File: src/rtl/phi4ms_pkg.sv
// phi4ms_pkg: widths, register indexes, item types and exp tables for the
// phi^4 lattice metropolis site update block
// no dependencies
package phi4ms_pkg;

    localparam int FRAC_BITS   = 12;
    localparam int FIELD_W     = 18;
    localparam int SMP_W       = 16;
    localparam int REG_W       = 16;
    localparam int CFG_IDX_W   = 2;

    localparam int SUM_W       = FIELD_W + 2;
    localparam int AMUL_W      = SUM_W + REG_W + 1;
    localparam int ALPHA_W     = SUM_W;
    localparam int NPROD_W     = SMP_W + REG_W + 1;
    localparam int PROP_W      = NPROD_W + 1;
    localparam int SQ_W        = 2 * FIELD_W - 1 - FRAC_BITS;
    localparam int QD_W        = 2 * SQ_W - 1 - FRAC_BITS;

    localparam int EXP_INT_LEN = 12;
    localparam int EXP_IDX_W   = 4;
    localparam int EXPI_W      = 17;
    localparam int EXPF_W      = 16;
    localparam int PROD_W      = EXPI_W + EXPF_W;
    localparam int PROB_W      = PROD_W - 16;
    localparam int ROUND_HALF  = 32768;

    localparam int FIELD_MAX_I = 2 ** (FIELD_W - 1) - 1;
    localparam int FIELD_MIN_I = -(2 ** (FIELD_W - 1));

    localparam logic [REG_W-1:0] HOPPING_GAIN_RST     = 16'd19661;
    localparam logic [REG_W-1:0] QUARTIC_COUPLING_RST = 16'd655;
    localparam logic [REG_W-1:0] PROPOSAL_WIDTH_RST   = 16'd4096;

    typedef enum logic [CFG_IDX_W-1:0] {
        CFG_HOPPING_GAIN     = 2'd0,
        CFG_QUARTIC_COUPLING = 2'd1,
        CFG_PROPOSAL_WIDTH   = 2'd2
    } cfg_idx_t;

    typedef struct packed {
        logic [REG_W-1:0] hopping_gain;
        logic [REG_W-1:0] quartic_coupling;
        logic [REG_W-1:0] proposal_width;
    } cfg_t;

    typedef struct packed {
        logic signed [FIELD_W-1:0] prop;
        logic signed [FIELD_W-1:0] old;
        logic [SMP_W-1:0]          uni;
    } prop_item_t;

    // round(65536*exp(-i))
    function automatic logic [EXPI_W-1:0] exp_int(input logic [EXP_IDX_W-1:0] idx);
        logic [EXPI_W-1:0] v;
        case (idx)
            4'd0:    v = 17'd65536;
            4'd1:    v = 17'd24109;
            4'd2:    v = 17'd8869;
            4'd3:    v = 17'd3263;
            4'd4:    v = 17'd1200;
            4'd5:    v = 17'd442;
            4'd6:    v = 17'd162;
            4'd7:    v = 17'd60;
            4'd8:    v = 17'd22;
            4'd9:    v = 17'd8;
            4'd10:   v = 17'd3;
            4'd11:   v = 17'd1;
            default: v = '0;
        endcase
        return v;
    endfunction

    // round(65536*exp(-k/16)), top entry saturates to 16 bits plus carry
    function automatic logic [EXPI_W-1:0] exp_frac(input logic [EXP_IDX_W-1:0] idx);
        logic [EXPI_W-1:0] v;
        case (idx)
            4'd0:    v = 17'd65536;
            4'd1:    v = 17'd61565;
            4'd2:    v = 17'd57835;
            4'd3:    v = 17'd54331;
            4'd4:    v = 17'd51039;
            4'd5:    v = 17'd47947;
            4'd6:    v = 17'd45042;
            4'd7:    v = 17'd42313;
            4'd8:    v = 17'd39750;
            4'd9:    v = 17'd37341;
            4'd10:   v = 17'd35079;
            4'd11:   v = 17'd32954;
            4'd12:   v = 17'd30957;
            4'd13:   v = 17'd29081;
            4'd14:   v = 17'd27319;
            4'd15:   v = 17'd25664;
            default: v = '0;
        endcase
        return v;
    endfunction

endpackage

File: src/rtl/phi4ms_cfg.sv
// phi4ms_cfg: coupling and proposal registers behind the write port
// depends on phi4ms_pkg
module phi4ms_cfg (
    input  logic                           clk,
    input  logic                           rst_n,
    input  logic                           cfg_we,
    input  logic [phi4ms_pkg::CFG_IDX_W-1:0] cfg_index,
    input  logic [phi4ms_pkg::REG_W-1:0]   cfg_data,
    output phi4ms_pkg::cfg_t               cfg
);
    import phi4ms_pkg::*;

    cfg_t cfg_reg;
    cfg_t cfg_next;

    always_comb
    begin
        cfg_next = cfg_reg;
        if (cfg_we)
        begin
            case (cfg_idx_t'(cfg_index))
                CFG_HOPPING_GAIN:     cfg_next.hopping_gain     = cfg_data;
                CFG_QUARTIC_COUPLING: cfg_next.quartic_coupling = cfg_data;
                CFG_PROPOSAL_WIDTH:   cfg_next.proposal_width   = cfg_data;
                default:              cfg_next = cfg_reg;
            endcase
        end
    end

    always_ff @(posedge clk or negedge rst_n)
    begin
        if (!rst_n)
        begin
            cfg_reg.hopping_gain     <= HOPPING_GAIN_RST;
            cfg_reg.quartic_coupling <= QUARTIC_COUPLING_RST;
            cfg_reg.proposal_width   <= PROPOSAL_WIDTH_RST;
        end
        else
        begin
            cfg_reg <= cfg_next;
        end
    end

    assign cfg = cfg_reg;

endmodule

File: config.mk
export PLATFORM = sky130hd
export DESIGN_NAME = phi4ms_cfg
export DESIGN_NICKNAME = d
export VERILOG_FILES = /design/src/rtl/phi4ms_pkg.sv /design/src/rtl/phi4ms_cfg.sv
export SDC_FILE = /design/constraint.sdc
export NUM_CORES = 1
export LEC_CHECK = 0
export ABC_AREA = 0
export BUFFER_PORTS_ARGS = -buffer_cell sky130_fd_sc_hd__buf_4
export CAP_MARGIN = 20
export CORE_MARGIN = 2
export CORE_UTILIZATION = 48
export DETAILED_ROUTE_END_ITERATION = 8
export MAX_ROUTING_LAYER = met4
export PLACE_DENSITY_LB_ADDON = 0.15
export REMOVE_ABC_BUFFERS = 1
export SLEW_MARGIN = 10
export SYNTH_ARGS = -nofsm -noshare
export SYNTH_HDL_FRONTEND = slang
export SYNTH_SLANG_ARGS = --single-unit
export TNS_END_PERCENT = 30
File: constraint.sdc
create_clock -name clk -period 0.91 [get_ports clk]
set_input_delay 0 -clock clk [delete_from_list [all_inputs] [get_ports clk]]
set_output_delay 0 -clock clk [all_outputs]
set_load 0.01 [all_outputs]
==> results of run 1 <==
-- logic make-up (layout without fill, tap and decap cells) --
group / Yosys count / after routing
buffers and inverters: 3 / 98
DFF: 48 / 48
muxes: 48 / 48
and+or+nand+nor: 3 / 3
-- synth_stat cells --
cell type | count | area [um2]
nor3b_4 | 1 | 18.8
buf_6 | 1 | 11.3
mux2_2 | 48 | 541
clkbuf_8 | 1 | 13.8
nand3b_2 | 2 | 22.5
dfrtp_1 | 33 | 826
buf_4 | 1 | 7.51
dfstp_2 | 15 | 394
-- cell type report --
| type | instances | area (um2) |
|---|---|---|
| clock buffers | 8 | 90.1 |
| fillers | 249 | 885 |
| multi-input cells | 51 | 582 |
| flip-flops and latches | 48 | 1220 |
| well taps | 48 | 60.1 |
| repair buffers | 90 | 825 |
-- timing repair --
item | in CTS | in global routing
hold buffers | 17 | 0
resized for setup | 15 | 0
endpoints found under the setup margin | 15 | 15
hold endpoints to repair | 84 | 0
-- power breakdown --
part	internal (mW)	switching [mW]	total [mW]
Combinational	1.01	0.595	1.61
Sequential	2.63	0.242	2.87
Clock	0.620	0.625	1.24
Total	4.26	1.46	5.73
-- layer usage --
layer / vias up / global-route usage, %
li1: 552 / -
met2: 41 / 34.8
met3: 4 / 4.77
met1: 609 / 23.3
met5: - / -
met4: 0 / 6.25
-- how the worst min path moves through the flow --
stage | startpoint | cells after the start | to
detailed placement | rst_n | 1 | cfg[7]
CTS | rst_n | 2 | cfg[7]
global route | rst_n | 2 | cfg[7]
finish | rst_n | 2 | cfg[7]
global placement | rst_n | 1 | cfg[7]
floorplan | rst_n | 0 | cfg[0]
-- stage by stage --
stage	area [um2]	cells	power [mW]	worst slack [ns]	hold WS, ns
4_1_cts	2780	245	5.79	-0.0433	0.101
6_report	2780	245	5.73	-0.0316	0.109
5_1_grt	2780	245	6.04	-0.0665	0.115
3_3_place_gp	2460	220	4.30	-0.0785	-0.125
2_1_floorplan	1800	99	3.46	-0.121	-0.296
3_5_place_dp	2460	220	4.38	-0.112	-0.120
==> summary.md, run 1 <==
| Metric | Value |
|---|---|
| LEAKAGE | `1.27 nW` |
| Total grt overflow | `0` |
| Final worst clock skew | `0 ns` |
| Fmax | `1060 MHz` |
| Highest-count cells in the layout ignoring fill and taps | `buf_4 (54), mux2_2 (48), dfrtp_1 (33)` |
| Cell count after synthesis | `102` |
| Starting density of the core | `50.1%` |
| Fin util | `75.8%` |
| Worst path top cell family by delay | `flip-flops` |
| Post-synthesis compound-gate area fraction | `0%` |
| Final count of pins violating max slew | `0` |
| Routed WL per cell | `15.6 um` |
| RSZ-0062 raised after global routing | `true` |
| Worst vdd ir | `1750 uV` |
| Iter 0 DRT Violations | `38` |
| Rows | `22` |
| Worst skew pair latency | `0.29 ns` |
| Power per standard cell area | `2060 nW/um2` |
| HPWL after DPL | `2.64 mm` |
| Worst reg2reg path depth | `1` |
| Worst-path cell chain | `buf_6` |
| Fin crit share | `103%` |
| Core area | `3660 um2` |
| Clock Sinks | `48` |
| Status | `finished with violations` |
| CTS tree | `yes` |
| HP Class | `in2async` |
| Gr usage total | `20.2%` |
| Post-CTS Setup Bufs | `0` |
| Synth unique cells | `8` |
| Max Used Layer | `met4` |
| Crit-path max cell delay | `0.55 ns` |
| Mux cell area share after synthesis | `29.5%` |
| Crit. Startpoint | `cfg[19]` |
| Simple logic cell fraction of the synthesized area | `2.25%` |
| Post-route worst setup slack | `-0.0316 ns` |
| Met2 Routed Length | `2.14 mm` |
| FF-to-FF End | `cfg[27]` |
| Htree depth | `2` |
| Routed via count | `1,206` |
| Final hold vios | `0` |
| Post-route ant nets | `0` |
| Worst EP arrival | `0.94 ns` |
| FF+latch count, synth | `48` |
| Reg2Reg Launch Point | `cfg[27]` |
| Die H | `65.8 um` |
| Syn Std Cell Area | `1830 um2` |
| Met3 wire length | `179 um` |
| M1 WL | `1.46 mm` |
| Share of cells above drive strength 1 | `73.6%` |
| CTS Buffer Depth | `2` |
| CP Capture Point | `cfg[19]` |
| I/O Buffers | `68` |
| Req. time, crit path | `0.91 ns` |
| Io pins | `69` |
| Tightest Pin Transition | `0.233 ns` |
| Final nets | `217` |
| Clk root buf | `clkbuf_8` |
| Placer congestion estimate | `0.650` |
| Die area | `4330 um2` |
| Buf+Inv Stages, Crit Path | `1` |
| CP max FO | `2` |
| Ant diodes | `0` |
| Critical Path Sink Type | `output port` |
| Final WL | `3.81 mm` |
| Number of synthesis warnings | `0` |
| Commonest non-fill, non-tap cell in the layout | `buf_4` |
| Sequential-to-total area share from yosys stat | `66.5%` |
| Global-route wire length before repair | `6.31 mm` |
| Crit. path cell count | `1` |
| Vias in the first global route | `1,299` |
| Mapped Avg Cell Area | `18.0 um2` |
| Final setup viols | `15` |
| P&R area growth vs syn | `51.4%` |
| Slowest CP cell | `dfstp_2` |
| XOR/XNOR Fraction of Synth Area | `0%` |
| Via-per-instance ratio | `4.92` |
| Failing checks | `setup timing` |
| Max reg flops | `48` |
| Max_slew headroom | `84.4%` |
| Residual DRC | `0` |
| Max_cap viols | `0` |
| Adder-cell share of the synthesized area | `0%` |
| Final TNS setup | `-0.312 ns` |
| Kind of critical path | `reg2out` |
| CP Launch Type | `register` |
| Tmin final | `0.942 ns` |
| Reg2Reg Setup Slack | `0.12 ns` |
| Num CTS Buffers | `5` |
| DRT Pass-1 Iters | `4` |
| Largest net degree at the start of global routing | `23` |
| Largest family of logic cells by synthesized area | `multiplexers` |
| Die X | `65.8 um` |
| Clk slew on worst S/H paths | `0.08 ns` |
| Initial antenna violation count | `0` |
(Power assumes the default switching activity.)
==> run 2: changes to the inputs <==
--- a/config.mk
+++ b/config.mk
@@ -8,11 +8,11 @@
 export ABC_AREA = 0
 export BUFFER_PORTS_ARGS = -buffer_cell sky130_fd_sc_hd__buf_4
 export CAP_MARGIN = 20
-export CORE_MARGIN = 2
 export CORE_UTILIZATION = 48
 export DETAILED_ROUTE_END_ITERATION = 8
+export GPL_TIMING_DRIVEN = 0
 export MAX_ROUTING_LAYER = met4
-export PLACE_DENSITY_LB_ADDON = 0.15
+export PLACE_DENSITY = 0.76
 export REMOVE_ABC_BUFFERS = 1
 export SLEW_MARGIN = 10
 export SYNTH_ARGS = -nofsm -noshare
==> run 2 against run 1 <==
  * The run still ends with setup timing left
  * Clock power is 18% higher
  * Sequential power is essentially flat
  * Cell count fell by 0.82%
  * Utilization fell by 0.82 points
  * Die area is 6.0% lower
  * Sequential cell count unchanged
  * Largest power group unchanged
==> summary.md, run 2 (same netlist as run 1, synthesis figures left out) <==
| Metric | Value |
|---|---|
| Worst EP arrival | `0.94 ns (about the same)` |
| Routed via count | `1,188 (-1.5%)` |
| Req. time, crit path | `0.91 ns (about the same)` |
| Highest-count cells in the layout ignoring fill and taps | `buf_4 (56), mux2_2 (48), dfrtp_1 (33)` |
| Flop pwr share | `48.6% (-1.6 points)` |
| Post-route worst setup slack | `-0.0323 ns (-0.000667 ns)` |
| Kind of critical path | `reg2out` |
| Largest net degree at the start of global routing | `49 (+110%)` |
| Final count of pins violating max slew | `0 (unchanged)` |
| Placed Instance Area | `2370 um2 (-3.6%)` |
| Sw power | `1.48 mW (+1.6%)` |
| Placer congestion estimate | `0.685 (+5.4%)` |
| Die H | `63.8 um (-3.0%)` |
| Fin crit share | `104% (about the same)` |
| Worst path top cell family by delay | `flip-flops` |
| Share of cells above drive strength 1 | `73.8% (+0.24 points)` |
| P_int | `4.44 mW (+4.1%)` |
| Switching share of power | `25.1% (-0.46 points)` |
| CP Launch Type | `register` |
| Rows | `22 (unchanged)` |
| LEAKAGE | `1.27 nW (about the same)` |
| Post-Layout Cell Count | `243 (-0.82%)` |
| Status | `finished with violations` |
| Vias in the first global route | `1,326 (+2.1%)` |
| Clk root buf | `clkbuf_8` |
| Final nets | `215 (-0.92%)` |
| Power per standard cell area | `2160 nW/um2 (+4.6%)` |
| Final worst clock skew | `0 ns (unchanged)` |
| Die area | `4070 um2 (-6.0%)` |
| Worst-path cell chain | `buf_6` |
| Iter 0 DRT Violations | `32 (-16%)` |
| Total grt overflow | `0 (unchanged)` |
| Max_cap viols | `0 (unchanged)` |
| Final WL | `3.71 mm (-2.7%)` |
| Clock Sinks | `48 (unchanged)` |
| P&R area growth vs syn | `49.7%` |
| Die X | `63.8 um (-3.0%)` |
| Slowest CP cell | `dfstp_2` |
| Clock power frac | `24.7% (+3.0 points)` |
| Reg2Reg Setup Slack | `0.14 ns (+0.02 ns)` |
| Gr usage total | `20.7% (+0.54 points)` |
| DRT Pass-1 Iters | `2 (-2)` |
| Crit-path max cell delay | `0.55 ns (about the same)` |
| Critical Path Sink Type | `output port` |
| Buf+Inv Stages, Crit Path | `1 (unchanged)` |
| Worst vdd ir | `1210 uV (-31%)` |
| Worst reg2reg path depth | `1 (unchanged)` |
| RSZ-0062 raised after global routing | `true` |
| Hold Worst Slack | `0.230 ns (+0.121 ns)` |
| Num CTS Buffers | `5 (unchanged)` |
| CTS tree | `yes` |
| Residual DRC | `0 (unchanged)` |
| Worst skew pair latency | `0.28 ns (about the same)` |
| CTS Buffer Depth | `2 (unchanged)` |
| I/O Buffers | `68 (unchanged)` |
| Core area | `3660 um2 (unchanged)` |
| Htree depth | `2 (unchanged)` |
| Starting density of the core | `50.1% (unchanged)` |
| Final setup viols | `15 (unchanged)` |
| Final hold vios | `0 (unchanged)` |
| Io pins | `69 (unchanged)` |
| Max reg flops | `48 (unchanged)` |
| Fmax | `1060 MHz (about the same)` |
| Failing checks | `setup timing` |
| Initial antenna violation count | `0 (unchanged)` |
| Placed cells | `215 (-2.3%)` |
| CP max FO | `2 (unchanged)` |
| Routed WL per cell | `15.3 um (-1.9%)` |
| Via-per-instance ratio | `4.89 (-0.68%)` |
| HPWL after DPL | `2.51 mm (-4.9%)` |
| Combinational share of power | `26.7% (-1.4 points)` |
| Max_slew headroom | `62.2% (-22 points)` |
| Post-route ant nets | `0 (unchanged)` |
| Commonest non-fill, non-tap cell in the layout | `buf_4` |
| Ant diodes | `0 (unchanged)` |
| Tightest Pin Transition | `0.567 ns (+0.334 ns)` |
| Finished Cell Area | `2750 um2 (-1.1%)` |
| FF-to-FF End | `cfg[27]` |
| Tmin final | `0.942 ns (+0.000667 ns)` |
| HP Class | `in2async` |
| Clk slew on worst S/H paths | `0.08 ns (about the same)` |
| Global-route wire length before repair | `6.15 mm (-2.4%)` |
| Reg2Reg Launch Point | `cfg[27]` |
-- run 2: how the worst max path moves through the flow --
| stage | startpoint | end | slack, ns | cells after the start |
|---|---|---|---|---|
| global placement | cfg_index[0] | cfg[44] | -0.53 | 3 |
| CTS | cfg[35] | cfg[35] | -0.04 | 1 |
| finish | cfg[35] | cfg[35] | -0.03 | 1 |
| global route | cfg[38] | cfg[38] | -0.06 | 1 |
| detailed placement | cfg_index[0] | cfg[47] | -0.53 | 3 |
| floorplan | cfg_index[0] | cfg[33] | -0.12 | 2 |
-- run 2: cell type report --
cell class / instances / area, um2
Fill cell: 244 / 915
Clock buffer: 6 / 72.6
Tap cell: 48 / 60.1
Timing Repair Buffer: 88 / 759
Sequential cell: 48 / 1220
Clock inverter: 2 / 35.0
Multi-Input combinational cell: 51 / 599
-- run 2: power by group through the flow --
stage | logic, mW | clock network (mW) | registers, mW
floorplan | 0.407 | 0 | 3.06
detailed placement | 1.45 | 0 | 2.89
finish | 1.58 | 1.46 | 2.88
global placement | 1.41 | 0 | 2.86
global route | 1.69 | 1.58 | 2.94
CTS | 1.59 | 1.49 | 2.88
-- run 2: repair_timing --
item / in CTS / in global routing
gates resized for setup: 15 / 2
hold buffers: 17 / 0
pin swaps: 1 / 0
endpoints found under the hold margin: 81 / 0
buffers inserted: 3 / 0
endpoints found under the setup margin: 31 / 31
-- run 2: stage by stage --
stage	utilization [%]	worst slack [ns]	TNS [ns]	total power, mW
CTS	74.5	-0.0428	-0.480	5.96
global route	75.0	-0.0625	-0.767	6.20
detailed placement	64.8	-0.532	-17.20	4.34
floorplan	-	-0.121	-1.61	3.46
finish	75.0	-0.0323	-0.351	5.92
global placement	64.8	-0.530	-17.24	4.27
-- run 2: per-layer routing --
layer | GRT usage, % | wire, um | vias to the layer above
met2 | 35.8 | 1940 | 52
met4 | 8.24 | 85 | 0
li1 | - | - | 545
met5 | - | 0 | -
met1 | 24.1 | 1520 | 582
met3 | 3.39 | 163 | 9
